File: src/hdl/amas_pkg.sv
package amas_pkg;

    localparam int SAMPLE_W    = 12;
    localparam int LEVEL_W     = 10;
    localparam int COUNT_W     = 4;
    localparam int CFG_INDEX_W = 3;
    localparam int CFG_DATA_W  = 10;
    localparam int S_TDATA_W   = 16;
    localparam int M_TDATA_W   = 16;
    localparam int WINDOW_LEN  = 7;

    localparam int WEIGHT_W     = 7;
    localparam int WEIGHT_SHIFT = 7;

    localparam int DIV3_SUM_W  = LEVEL_W + 2;
    localparam int DIV3_MUL    = 2731;
    localparam int DIV3_SHIFT  = 13;
    localparam int DIV3_PROD_W = DIV3_SHIFT + LEVEL_W;

    typedef logic [LEVEL_W-1:0]  level_t;
    typedef logic [COUNT_W-1:0]  count_t;
    typedef logic [WEIGHT_W-1:0] weight_t;

    typedef enum logic [CFG_INDEX_W-1:0] {
        REG_JUMP_THRESHOLD    = 3'd0,
        REG_FAST_STEPS        = 3'd1,
        REG_MEDIAN_WARM_STEPS = 3'd2,
        REG_NEAR_BAND         = 3'd3,
        REG_MID_BAND          = 3'd4
    } cfg_reg_t;

    localparam level_t RST_JUMP_THRESHOLD    = 10'd50;
    localparam count_t RST_FAST_STEPS        = 4'd6;
    localparam count_t RST_MEDIAN_WARM_STEPS = 4'd6;
    localparam level_t RST_NEAR_BAND         = 10'd5;
    localparam level_t RST_MID_BAND          = 10'd10;

    localparam weight_t W_PREV_MEDIAN = 7'd8;
    localparam weight_t W_IIR_NEW     = 7'd8;
    localparam weight_t W_IIR_OLD     = 7'd112;
    localparam weight_t W_WARM_MED    = 7'd112;
    localparam weight_t W_WARM_OUT    = 7'd8;
    localparam weight_t W_NEAR_MED    = 7'd8;
    localparam weight_t W_NEAR_OUT    = 7'd112;
    localparam weight_t W_MID_MED     = 7'd20;
    localparam weight_t W_MID_OUT     = 7'd100;
    localparam weight_t W_FAR_MED     = 7'd30;
    localparam weight_t W_FAR_OUT     = 7'd90;

endpackage

File: src/hdl/amas_median.sv
module amas_median #(
    parameter int WINDOW_LEN = amas_pkg::WINDOW_LEN
) (
    input  amas_pkg::level_t win [WINDOW_LEN],
    output amas_pkg::level_t median
);
    import amas_pkg::*;

    localparam int RANK_W   = $clog2(WINDOW_LEN);
    localparam int MID_RANK = WINDOW_LEN / 2;

    logic [RANK_W-1:0] rank [WINDOW_LEN];

    // rank each entry, ties broken by position
    always_comb
    begin
        for (int i = 0; i < WINDOW_LEN; i++)
        begin
            rank[i] = '0;
            for (int j = 0; j < WINDOW_LEN; j++)
            begin
                if (j < i)
                begin
                    rank[i] = rank[i] + RANK_W'(win[j] <= win[i]);
                end
                else if (j > i)
                begin
                    rank[i] = rank[i] + RANK_W'(win[j] < win[i]);
                end
            end
        end
    end

    always_comb
    begin
        median = '0;
        for (int i = 0; i < WINDOW_LEN; i++)
        begin
            if (rank[i] == RANK_W'(MID_RANK))
            begin
                median = median | win[i];
            end
        end
    end

endmodule

File: src/hdl/adc_median_adaptive_smoother_core.sv
// One 12-bit sample per clock in, one 10-bit filtered value per sample out, in order.
// A beat accepted on s_axis lands in a one-entry input register; the whole filter step
// (jump test, three-point average or 1/16 IIR, window shift, seven-input rank median and
// the banded output blend) runs combinationally from there into the state and output
// registers, and the output register drives the result onto m_axis. A
// new sample is taken every clock while m_axis keeps up. When m_axis stalls, one more
// sample is held in the input register before s_axis_tready drops. cfg_ready is always
// high and a register write takes effect on the next sample; write only while idle.
module adc_median_adaptive_smoother_core #(
    parameter int WINDOW_LEN = amas_pkg::WINDOW_LEN
) (
    input  logic                                clk,
    input  logic                                rst_n,
    input  logic                                s_axis_tvalid,
    output logic                                s_axis_tready,
    input  logic [amas_pkg::S_TDATA_W-1:0]      s_axis_tdata,   // [11:0] adc_sample
    output logic                                m_axis_tvalid,
    input  logic                                m_axis_tready,
    output logic [amas_pkg::M_TDATA_W-1:0]      m_axis_tdata,   // [9:0] filtered_value
    input  logic                                cfg_valid,
    output logic                                cfg_ready,
    input  logic [amas_pkg::CFG_INDEX_W-1:0]    cfg_index,
    input  logic [amas_pkg::CFG_DATA_W-1:0]     cfg_data
);
    import amas_pkg::*;

    localparam int BLEND_SUM_W = LEVEL_W + WEIGHT_SHIFT + 1;

    function automatic level_t blend(level_t a, level_t b, level_t c,
                                     weight_t wa, weight_t wc);
        logic [BLEND_SUM_W-1:0] sum;
        sum = BLEND_SUM_W'(wa) * BLEND_SUM_W'(a)
            + BLEND_SUM_W'(W_PREV_MEDIAN) * BLEND_SUM_W'(b)
            + BLEND_SUM_W'(wc) * BLEND_SUM_W'(c);
        return sum[WEIGHT_SHIFT +: LEVEL_W];
    endfunction

    function automatic level_t abs_diff(level_t a, level_t b);
        return (a > b) ? (a - b) : (b - a);
    endfunction

    level_t jump_thr_reg;
    count_t fast_steps_reg;
    count_t warm_steps_reg;
    level_t near_band_reg;
    level_t mid_band_reg;

    logic   in_valid_reg, in_valid_next;
    level_t in_level_reg;
    logic   out_valid_reg, out_valid_next;

    level_t smoothed_reg, smoothed_next;
    level_t prev_sample_reg, prev_sample_next;
    level_t output_reg, output_next;
    level_t prev_median_reg, prev_median_next;
    count_t med_count_reg, med_count_next;
    count_t fast_count_reg, fast_count_next;
    level_t window_reg [WINDOW_LEN];
    level_t window_next [WINDOW_LEN];

    logic   s_beat;
    logic   fire;
    logic   jump;
    level_t cur;
    level_t pm_mid;
    level_t out_mid;
    count_t mc_mid;
    level_t median;
    level_t med_gap;
    logic [DIV3_SUM_W-1:0]  div3_sum;
    logic [DIV3_PROD_W-1:0] div3_prod;

    assign cfg_ready     = 1'b1;
    assign s_beat        = s_axis_tvalid && s_axis_tready;
    assign fire          = in_valid_reg && (!out_valid_reg || m_axis_tready);
    assign s_axis_tready = !in_valid_reg || fire;
    assign m_axis_tvalid = out_valid_reg;
    assign m_axis_tdata  = M_TDATA_W'(output_reg);

    assign in_valid_next  = s_beat ? 1'b1 : (fire ? 1'b0 : in_valid_reg);
    assign out_valid_next = fire ? 1'b1 : (m_axis_tready ? 1'b0 : out_valid_reg);

    assign cur       = in_level_reg;
    assign jump      = abs_diff(smoothed_reg, cur) > jump_thr_reg;
    assign div3_sum  = DIV3_SUM_W'(smoothed_reg) + DIV3_SUM_W'(prev_sample_reg)
                     + DIV3_SUM_W'(cur);
    assign div3_prod = DIV3_PROD_W'(div3_sum) * DIV3_PROD_W'(DIV3_MUL);

    always_comb
    begin
        prev_sample_next = cur;
        fast_count_next  = fast_count_reg;
        smoothed_next    = smoothed_reg;
        pm_mid           = prev_median_reg;
        out_mid          = output_reg;
        mc_mid           = med_count_reg;
        if (jump)
        begin
            smoothed_next   = cur;
            fast_count_next = '0;
            pm_mid          = cur;
            out_mid         = cur;
            mc_mid          = '0;
        end
        else if (fast_count_reg < fast_steps_reg)
        begin
            fast_count_next = fast_count_reg + 4'd1;
            smoothed_next   = div3_prod[DIV3_SHIFT +: LEVEL_W];
            pm_mid          = smoothed_next;
            out_mid         = smoothed_next;
            mc_mid          = '0;
        end
        else
        begin
            smoothed_next = blend(cur, prev_sample_reg, smoothed_reg, W_IIR_NEW, W_IIR_OLD);
        end
    end

    always_comb
    begin
        for (int i = 0; i < WINDOW_LEN - 1; i++)
        begin
            window_next[i] = jump ? cur : window_reg[i + 1];
        end
        window_next[WINDOW_LEN - 1] = smoothed_next;
    end

    amas_median #(
        .WINDOW_LEN (WINDOW_LEN)
    ) u_median (
        .win    (window_next),
        .median (median)
    );

    assign med_gap = abs_diff(median, out_mid);

    always_comb
    begin
        prev_median_next = median;
        med_count_next   = mc_mid;
        if (mc_mid < warm_steps_reg)
        begin
            output_next    = blend(median, pm_mid, out_mid, W_WARM_MED, W_WARM_OUT);
            med_count_next = mc_mid + 4'd1;
        end
        else if (med_gap < near_band_reg)
        begin
            output_next = blend(median, pm_mid, out_mid, W_NEAR_MED, W_NEAR_OUT);
        end
        else if (med_gap < mid_band_reg)
        begin
            output_next = blend(median, pm_mid, out_mid, W_MID_MED, W_MID_OUT);
        end
        else
        begin
            output_next = blend(median, pm_mid, out_mid, W_FAR_MED, W_FAR_OUT);
        end
    end

    always_ff @(posedge clk or negedge rst_n)
    begin
        if (!rst_n)
        begin
            jump_thr_reg   <= RST_JUMP_THRESHOLD;
            fast_steps_reg <= RST_FAST_STEPS;
            warm_steps_reg <= RST_MEDIAN_WARM_STEPS;
            near_band_reg  <= RST_NEAR_BAND;
            mid_band_reg   <= RST_MID_BAND;
        end
        else if (cfg_valid && cfg_ready)
        begin
            case (cfg_reg_t'(cfg_index))
                REG_JUMP_THRESHOLD:    jump_thr_reg   <= cfg_data[LEVEL_W-1:0];
                REG_FAST_STEPS:        fast_steps_reg <= cfg_data[COUNT_W-1:0];
                REG_MEDIAN_WARM_STEPS: warm_steps_reg <= cfg_data[COUNT_W-1:0];
                REG_NEAR_BAND:         near_band_reg  <= cfg_data[LEVEL_W-1:0];
                REG_MID_BAND:          mid_band_reg   <= cfg_data[LEVEL_W-1:0];
                default:               ;
            endcase
        end
    end

    always_ff @(posedge clk or negedge rst_n)
    begin
        if (!rst_n)
        begin
            in_valid_reg  <= 1'b0;
            out_valid_reg <= 1'b0;
        end
        else
        begin
            in_valid_reg  <= in_valid_next;
            out_valid_reg <= out_valid_next;
        end
    end

    always_ff @(posedge clk)
    begin
        if (s_beat)
        begin
            in_level_reg <= s_axis_tdata[SAMPLE_W-1 -: LEVEL_W];
        end
    end

    always_ff @(posedge clk or negedge rst_n)
    begin
        if (!rst_n)
        begin
            smoothed_reg    <= '0;
            prev_sample_reg <= '0;
            output_reg      <= '0;
            prev_median_reg <= '0;
            med_count_reg   <= '0;
            fast_count_reg  <= '0;
            for (int i = 0; i < WINDOW_LEN; i++)
            begin
                window_reg[i] <= '0;
            end
        end
        else if (fire)
        begin
            smoothed_reg    <= smoothed_next;
            prev_sample_reg <= prev_sample_next;
            output_reg      <= output_next;
            prev_median_reg <= prev_median_next;
            med_count_reg   <= med_count_next;
            fast_count_reg  <= fast_count_next;
            for (int i = 0; i < WINDOW_LEN; i++)
            begin
                window_reg[i] <= window_next[i];
            end
        end
    end

endmodule

File: config.mk
export PLATFORM = sky130hd
export DESIGN_NAME = adc_median_adaptive_smoother_core
export DESIGN_NICKNAME = d
export VERILOG_FILES = /design/src/hdl/amas_pkg.sv /design/src/hdl/amas_median.sv /design/src/hdl/adc_median_adaptive_smoother_core.sv
export SDC_FILE = /design/constraint.sdc
export NUM_CORES = 1
export LEC_CHECK = 0
export ABC_AREA = 1
export BUFFER_PORTS_ARGS = -buffer_cell sky130_fd_sc_hd__buf_2
export CAP_MARGIN = 5
export CORE_MARGIN = 1.5
export CORE_UTILIZATION = 55
export DETAILED_ROUTE_END_ITERATION = 7
export PLACE_DENSITY = 0.74
export SETUP_SLACK_MARGIN = 0.15
export SLEW_MARGIN = 20
export SYNTH_ARGS = -nofsm -noshare
export SYNTH_HDL_FRONTEND = slang
export SYNTH_SLANG_ARGS = --single-unit
export TNS_END_PERCENT = 20
File: constraint.sdc
create_clock -name clk -period 13.5 [get_ports clk]
set_clock_uncertainty 0.1 [all_clocks]
set_input_delay 0.675 -clock clk [delete_from_list [all_inputs] [get_ports clk]]
set_output_delay 0.675 -clock clk [all_outputs]
set_load 0.01 [all_outputs]
After elaboration in Yosys (flattened, before gate mapping). Index checks and enable logic that the tools add are counted.

Bits in writable memories: 0. Memory bits (read-only): 0. Memories kept: 0. Logic and storage cells: 195. Bits in registers: 148. Output and inout port bits: 19. Latch bits: 0. Bits of input ports: 34.

Reductions and logical operators: 16. Bitwise logic cells: 6. Multiply operators: 8. Shift-type cells: 0. Divide/modulo/power cells: 0. Muxes and demuxes: 33. Equal/unequal tests: 11. Order comparisons: 49. Add/subtract/negate cells: 53.

Operator list (number): 2-to-1 mux 10 bit (24); less-than comparator 10 bit (23); <= comparator 10 bit (21); adder 3 x 1 -> 3 bit (28); OR 10 bit (6); multiplier 3 x 10 -> 13 bit, first input constant (4); subtractor 10 bit (4); adder 14 x 17 -> 17 bit (2); adder 16 x 17 -> 17 bit (2); adder 17 x 13 -> 17 bit (2); adder 15 x 13 -> 16 bit (2); greater-than comparator 10 bit (3); adder 13 x 13 -> 14 bit (2); == test 3 x 2 -> 1 bit, second input constant (9); multiplier 12 x 12 -> 23 bit, second input constant (1); 2-to-1 mux 4 bit (5); multiplier 6 x 10 -> 16 bit, first input constant (1); multiplier 5 x 10 -> 15 bit, first input constant (1); adder 1 x 1 -> 2 bit (7); multiplier 4 x 10 -> 14 bit, first input constant (1); adder 11 x 10 -> 12 bit (1); AND reduction 2 bit (6); adder 10 x 10 -> 11 bit (1); adder 4 x 1 -> 4 bit, second input constant (2); 9 further kinds (18).

Depth between registers and ports, before layout.
Word-level depth: 30. Mapped depth: 89. Depth with buffers taken out: 89.

Hierarchy. A second synthesis with hierarchy kept.

Cell total of the unflattened synthesis: 3815. Area, all modules: 27715.3 um2.

By module, submodules not included: adc_median_adaptive_smoother_core (times used 1, cells an instance 2718, sequential area each 3767.4 um2, area each 20827.5 um2); amas_median (times used 1, cells an instance 1097, sequential area each 0.0 um2, area each 6887.9 um2).

Least setup slack after synthesis. Ideal clock, no wire load.

Path kind: register to register. Start point: register window_reg[2] (netlist name). End point: register output_reg[9]. Cell stages (with the launch flop): 79. Arrival: 14363 ps. Library setup time: 120 ps. Buffers on the path: 0. Setup slack: -1083 ps. Clock period less this slack: 14583 ps. Required time: 13280 ps. Cells stage by stage: dfrtp_1 fa_1 ha_1 a21o_2 nand3_2 nand2_2 nand2_1 nand2_2 nand2_2 a21oi_2 nand2_2 nand2_1 xor2_1 ha_1 ha_1 inv_1 fa_1 inv_1 [43 not listed] nor2_1 nor2_1 fa_1 ha_1 nand2_1 nor2_1 a211oi_1 o211ai_1 nand2_1 nand2_1 a21oi_1 nor2_1 o21ai_0 nand3_1 nand3_1 nand2_1 nand2_1 a21oi_1.

Elaborated cells on any way between the ends: 144. Classes of those cells: add/sub: 50; mul: 8; order compare: 48; eq/ne: 7; mux: 25; bitwise: 6.

RTL lines: start: declaration (RTL line adc_median_adaptive_smoother_core.sv:58) `level_t window_reg [WINDOW_LEN];`; start signal: indexed assignment (RTL line adc_median_adaptive_smoother_core.sv:230) `window_reg[i] <= window_next[i];`; adder 10 x 10 -> 11 bit; adder 11 x 10 -> 12 bit; multiplier 12 x 12 -> 23 bit; 2-to-1 mux 10 bit; 2-to-1 mux 10 bit (*); via smoothed_next[2] (RTL line adc_median_adaptive_smoother_core.sv:52) `level_t smoothed_reg, smoothed_next;`; branches (longest 15 deep; another with <= comparator 10 bit); 2-to-1 mux 10 bit (*) (RTL line amas_median.sv:39) `if (rank[i] == RANK_W'(MID_RANK))`; via median[1] (RTL line adc_median_adaptive_smoother_core.sv:68) `level_t median;`; multiplier 4 x 10 -> 14 bit (tied with other cells) (RTL line adc_median_adaptive_smoother_core.sv:32) `sum = BLEND_SUM_W'(wa) * BLEND_SUM_W'(a)`; adder 15 x 13 -> 16 bit / 2-to-1 mux 10 bit (equally long branches) (RTL line adc_median_adaptive_smoother_core.sv:33, adc_median_adaptive_smoother_core.sv:39); adder 16 x 17 -> 17 bit / less-than comparator 10 bit (equally long branches) (RTL line adc_median_adaptive_smoother_core.sv:34, adc_median_adaptive_smoother_core.sv:150); 2-to-1 mux 10 bit (RTL line adc_median_adaptive_smoother_core.sv:150) `else if (med_gap < mid_band_reg)`; 2-to-1 mux 10 bit (RTL line adc_median_adaptive_smoother_core.sv:146) `else if (med_gap < near_band_reg)`; 2-to-1 mux 10 bit (*) (RTL line adc_median_adaptive_smoother_core.sv:141) `if (mc_mid < warm_steps_reg)`; end signal: assignment (RTL line adc_median_adaptive_smoother_core.sv:224) `output_reg <= output_next;`; end: declaration (RTL line adc_median_adaptive_smoother_core.sv:54) `level_t output_reg, output_next;`.

Mark *: on every way through the listed nets, which the timed path passes. A chain may end at the register's enable or synchronous reset.

Worst setup path in the final report.
Start point: register prev_sample_reg[2]. End point: register output_reg[9].

Cells in the longest elaborated chain, start to end: 27. Elaborated cells on any way between the ends: 77. Classes of those cells: add/sub: 25; mul: 7; order compare: 15; eq/ne: 7; mux: 17; bitwise: 6.

RTL lines: start: declaration (RTL line adc_median_adaptive_smoother_core.sv:53) `level_t prev_sample_reg, prev_sample_next;`; start signal: assignment (RTL line adc_median_adaptive_smoother_core.sv:223) `prev_sample_reg <= prev_sample_next;`; adder 10 x 10 -> 11 bit (RTL line adc_median_adaptive_smoother_core.sv:85) `assign div3_sum = DIV3_SUM_W'(smoothed_reg) + DIV3_SUM_W'(prev_sample_reg)`; adder 11 x 10 -> 12 bit (RTL line adc_median_adaptive_smoother_core.sv:86) `+ DIV3_SUM_W'(cur);`; multiplier 12 x 12 -> 23 bit (RTL line adc_median_adaptive_smoother_core.sv:87) `assign div3_prod = DIV3_PROD_W'(div3_sum) * DIV3_PROD_W'(DIV3_MUL);`; 2-to-1 mux 10 bit (*) (RTL line adc_median_adaptive_smoother_core.sv:105) `else if (fast_count_reg < fast_steps_reg)`; 2-to-1 mux 10 bit (*) (RTL line adc_median_adaptive_smoother_core.sv:97) `if (jump)`; via smoothed_next[5] (RTL line adc_median_adaptive_smoother_core.sv:52); branches (longest 15 deep; another with <= comparator 10 bit); 2-to-1 mux 10 bit (*) (RTL line amas_median.sv:39); via median[1] (RTL line adc_median_adaptive_smoother_core.sv:68); multiplier 4 x 10 -> 14 bit (tied with other cells) (RTL line adc_median_adaptive_smoother_core.sv:32); adder 15 x 13 -> 16 bit / 2-to-1 mux 10 bit (equally long branches) (RTL line adc_median_adaptive_smoother_core.sv:33, adc_median_adaptive_smoother_core.sv:39); adder 16 x 17 -> 17 bit / less-than comparator 10 bit (equally long branches) (RTL line adc_median_adaptive_smoother_core.sv:34, adc_median_adaptive_smoother_core.sv:150); 2-to-1 mux 10 bit (RTL line adc_median_adaptive_smoother_core.sv:150); 2-to-1 mux 10 bit (RTL line adc_median_adaptive_smoother_core.sv:146); 2-to-1 mux 10 bit (*) (RTL line adc_median_adaptive_smoother_core.sv:141).

Marks and branches as above.

==> results.md <==
* Final ANT Viol Nets at 0
* Design Area, Final at 32800 sq um
* Die height at 221 microns
* Max cap viols at 0
* Initial Util at 0.560
* Initial antenna violation count at 1
* Final Core Density at 0.700
* Yosys warnings at 0
* Slowest-stage cell, CP: fa_1
* Clock latency on the worst-skew pair at 0.49 ns
* Clk sinks at 148
* # fillers at around 3800
* RD Place Congestion at about 1.0
* Mapped Area at 26200 sq um
* RSZ-0062 raised after global routing: yes
* Die X at about 220 microns
* Most common cell after layout, fill and taps aside: inv_1
* Largest register FFs at 60
* Most frequent cells in the layout: inv_1 (612), nand2_1 (549), ha_1 (526)
* TritonCTS Buffers at 17
* Fin. max-slew vios at 0
* Layout cells sized above 1 at 0.226
* Ys flop type: dfrtp_1
* P&R area growth vs syn at 24.9%
* FF+latch count, synth at 148
* Vias at 25204
* R2r startpoint: prev_sample_reg[2]$_DFFE_PN0P_
* # rows at around 80
* Grt ovf at 0
* Yosys cell types at 69
* Arrival @ worst endpoint at approximately 14 ns
* Global-route wire length before repair at 136000 microns
* DR iter-0 viols at 2124
* Routed len/inst at 19.2 microns
* Sequential area share after synthesis at 0.144
* Vias in the first global route at 25015
* Actual slew at the worst max-slew pin at between 1 and 1.5 ns
* Core Area at about 47000 sq um
* Max-slew headroom at 0.237
* Setup ws final at -0.433 ns
* Hold Crit Class: input pin to asynchronous set/reset pin
* Pre-CTS setup slack at -0.916 ns
* Clock root cell: clkbuf_16
* Final Cycle Share at 1.03
* N_diodes at 0
* # hold bufs at CTS at 0
* Violated checks: negative setup slack
* CTS H-tree lvls at 4
* Number of enable flip-flop cells after synthesis at 10
* Final wirelength at 86800 microns
* Worst reg2reg endpoint: output_reg[9]$_DFFE_PN0P_
* Final HPWL DP at ~72000 microns
* Reg clk slew, reported paths at 0.08 ns
* CTS tree: done
* Avg Cell Area, Syn at 7.79 sq um
* Residual DRC at 0
* Reg2Reg Depth at 79
* Hold Fails Final Rpt at 0
* Required @ worst endpoint at 13.83 ns
* CP max stage delay at 0.53 ns
* Reg2Reg Setup Slack at -0.43 ns
* Fin crit period at 13.93 ns
* Pre-antenna DRT Iters at 8
* Io pins at 53
* Worst Setup End Kind: flip-flop
* Critical path launch point type: flip-flop
* Fmax at 71.8 MHz
* Net count, final at 4662
* Mean number of vias per cell at between 5 and 6
* Cells after synthesis at between 3000 and 4000
* CP most frequent cell: fa_1
* Crit path kind: flip-flop to flip-flop
* Die area at 49000 sq um
* Fraction of registers with async set/reset at 0.932
* Worst-path maximum fanout at 5
* Port Buffers at 39
* Status: finished, violations left
* Clock Tree Buf Depth at 2
* Hold slack at 0.0731 ns
* GRT Util Overall at 0.358
* Placed instance area at 30800 sq um
* Maximum number of pins on one net before global-route repair at 84
* Final setup vio count at 10
==> synth_stat cells (all sizes together) (8+ instances only) <==
master     n  share of area
xor2      77          0.026
nand3b     8         0.0023
a211oi    12         0.0034
fa       178           0.14
nor3      30         0.0059
o221ai    10         0.0033
a31oi     14         0.0033
dfstp     11          0.011
clkbuf    28         0.0040
xnor2     43          0.014
a21o      17         0.0049
edfxtp    10          0.011
inv      654          0.094
dfrtp    127           0.12
or2       11         0.0026
o22ai     11         0.0026
o21bai    15         0.0043
a221oi    12         0.0040
o211ai    13         0.0037
o21a       8         0.0023
ha       560           0.27
buf       24         0.0063
nand2    595          0.086
o2111ai    8         0.0027
nand3     92          0.018
nand4     32         0.0079
nor2     163          0.026
a21oi    278          0.055
o21ai    282          0.056
==> cell type report <==
cell class	instances	area, sq um	share of cell area
multi-input combinational	2519	21000	0.641
timing repair buffer	547	4140	0.126
sequential	148	3770	0.115
inverter	657	2490	0.0760
tap	607	759	0.0232
clock buffer	17	425	0.0130
clock inverter	15	180	0.00550
==> critical path, delay by kind of cell (launching register included) <==
family	cells	cell delay, ns
AOI/OAI and AO/OA	17	2.29
xor gates and xnor gates	2	0.33
adders and majority gates	17	6.76
buffers and inverters	12	1.01
DFF	1	0.40
and+or+nand+nor	31	2.93
==> stage by stage <==
step | setup TNS (ns) | cells
CTS | -0.834 | 4498
global placement | -4.72 | 4430
detailed placement | -6.91 | 4430
global route | -10.29 | 4510
finish | -2.84 | 4510
floorplan | -0.00799 | 3376
==> timing repair <==
item / 4_1_cts / 5_1_grt
endpoints found under the setup margin: 10 / 10
endpoints found under the hold margin: 0 / 0
pin swaps: 128 / 88
buffers inserted: 36 / 12
resized for setup: 132 / 89
==> logic make-up (layout without fill, tap and decap cells) <==
family	Yosys count	count (layout)	share of synthesized area
other	2	7	0.000286
xor gates and xnor gates	120	120	0.0400
muxes	7	7	0.00277
adders and majority gates	738	738	0.403
buffers and inverters	709	1236	0.104
DFF	148	148	0.144
AOI/OAI and AO/OA	709	709	0.156
and+or+nand+nor	938	938	0.151
==> worst max path at each step <==
stage | from | to | slack (ns) | cells after the start
after global placement | window_reg[3]$_DFFE_PN0P_ | output_reg[9]$_DFFE_PN0P_ | -0.66 | 78
after floorplan | window_reg[2]$_DFFE_PN0P_ | output_reg[9]$_DFFE_PN0P_ | -0.008 | 86
after detailed placement | window_reg[3]$_DFFE_PN0P_ | output_reg[9]$_DFFE_PN0P_ | -0.92 | 78
after CTS | window_reg[2]$_DFFE_PN0P_ | output_reg[9]$_DFFE_PN0P_ | -0.22 | 76
after global routing | prev_sample_reg[2]$_DFFE_PN0P_ | output_reg[9]$_DFFE_PN0P_ | -1.17 | 85
final | prev_sample_reg[2]$_DFFE_PN0P_ | output_reg[9]$_DFFE_PN0P_ | -0.43 | 79
==> layer usage <==
layer  share of wire  global-route usage
met5         0.00015                   0
met2            0.45               0.578
met3           0.077              0.0527
met4           0.040               0.140
met1            0.43               0.484
Power is left out: the tool's default activity adds up to more than one toggle a clock period on the data nets, which glitch-free logic cannot reach.
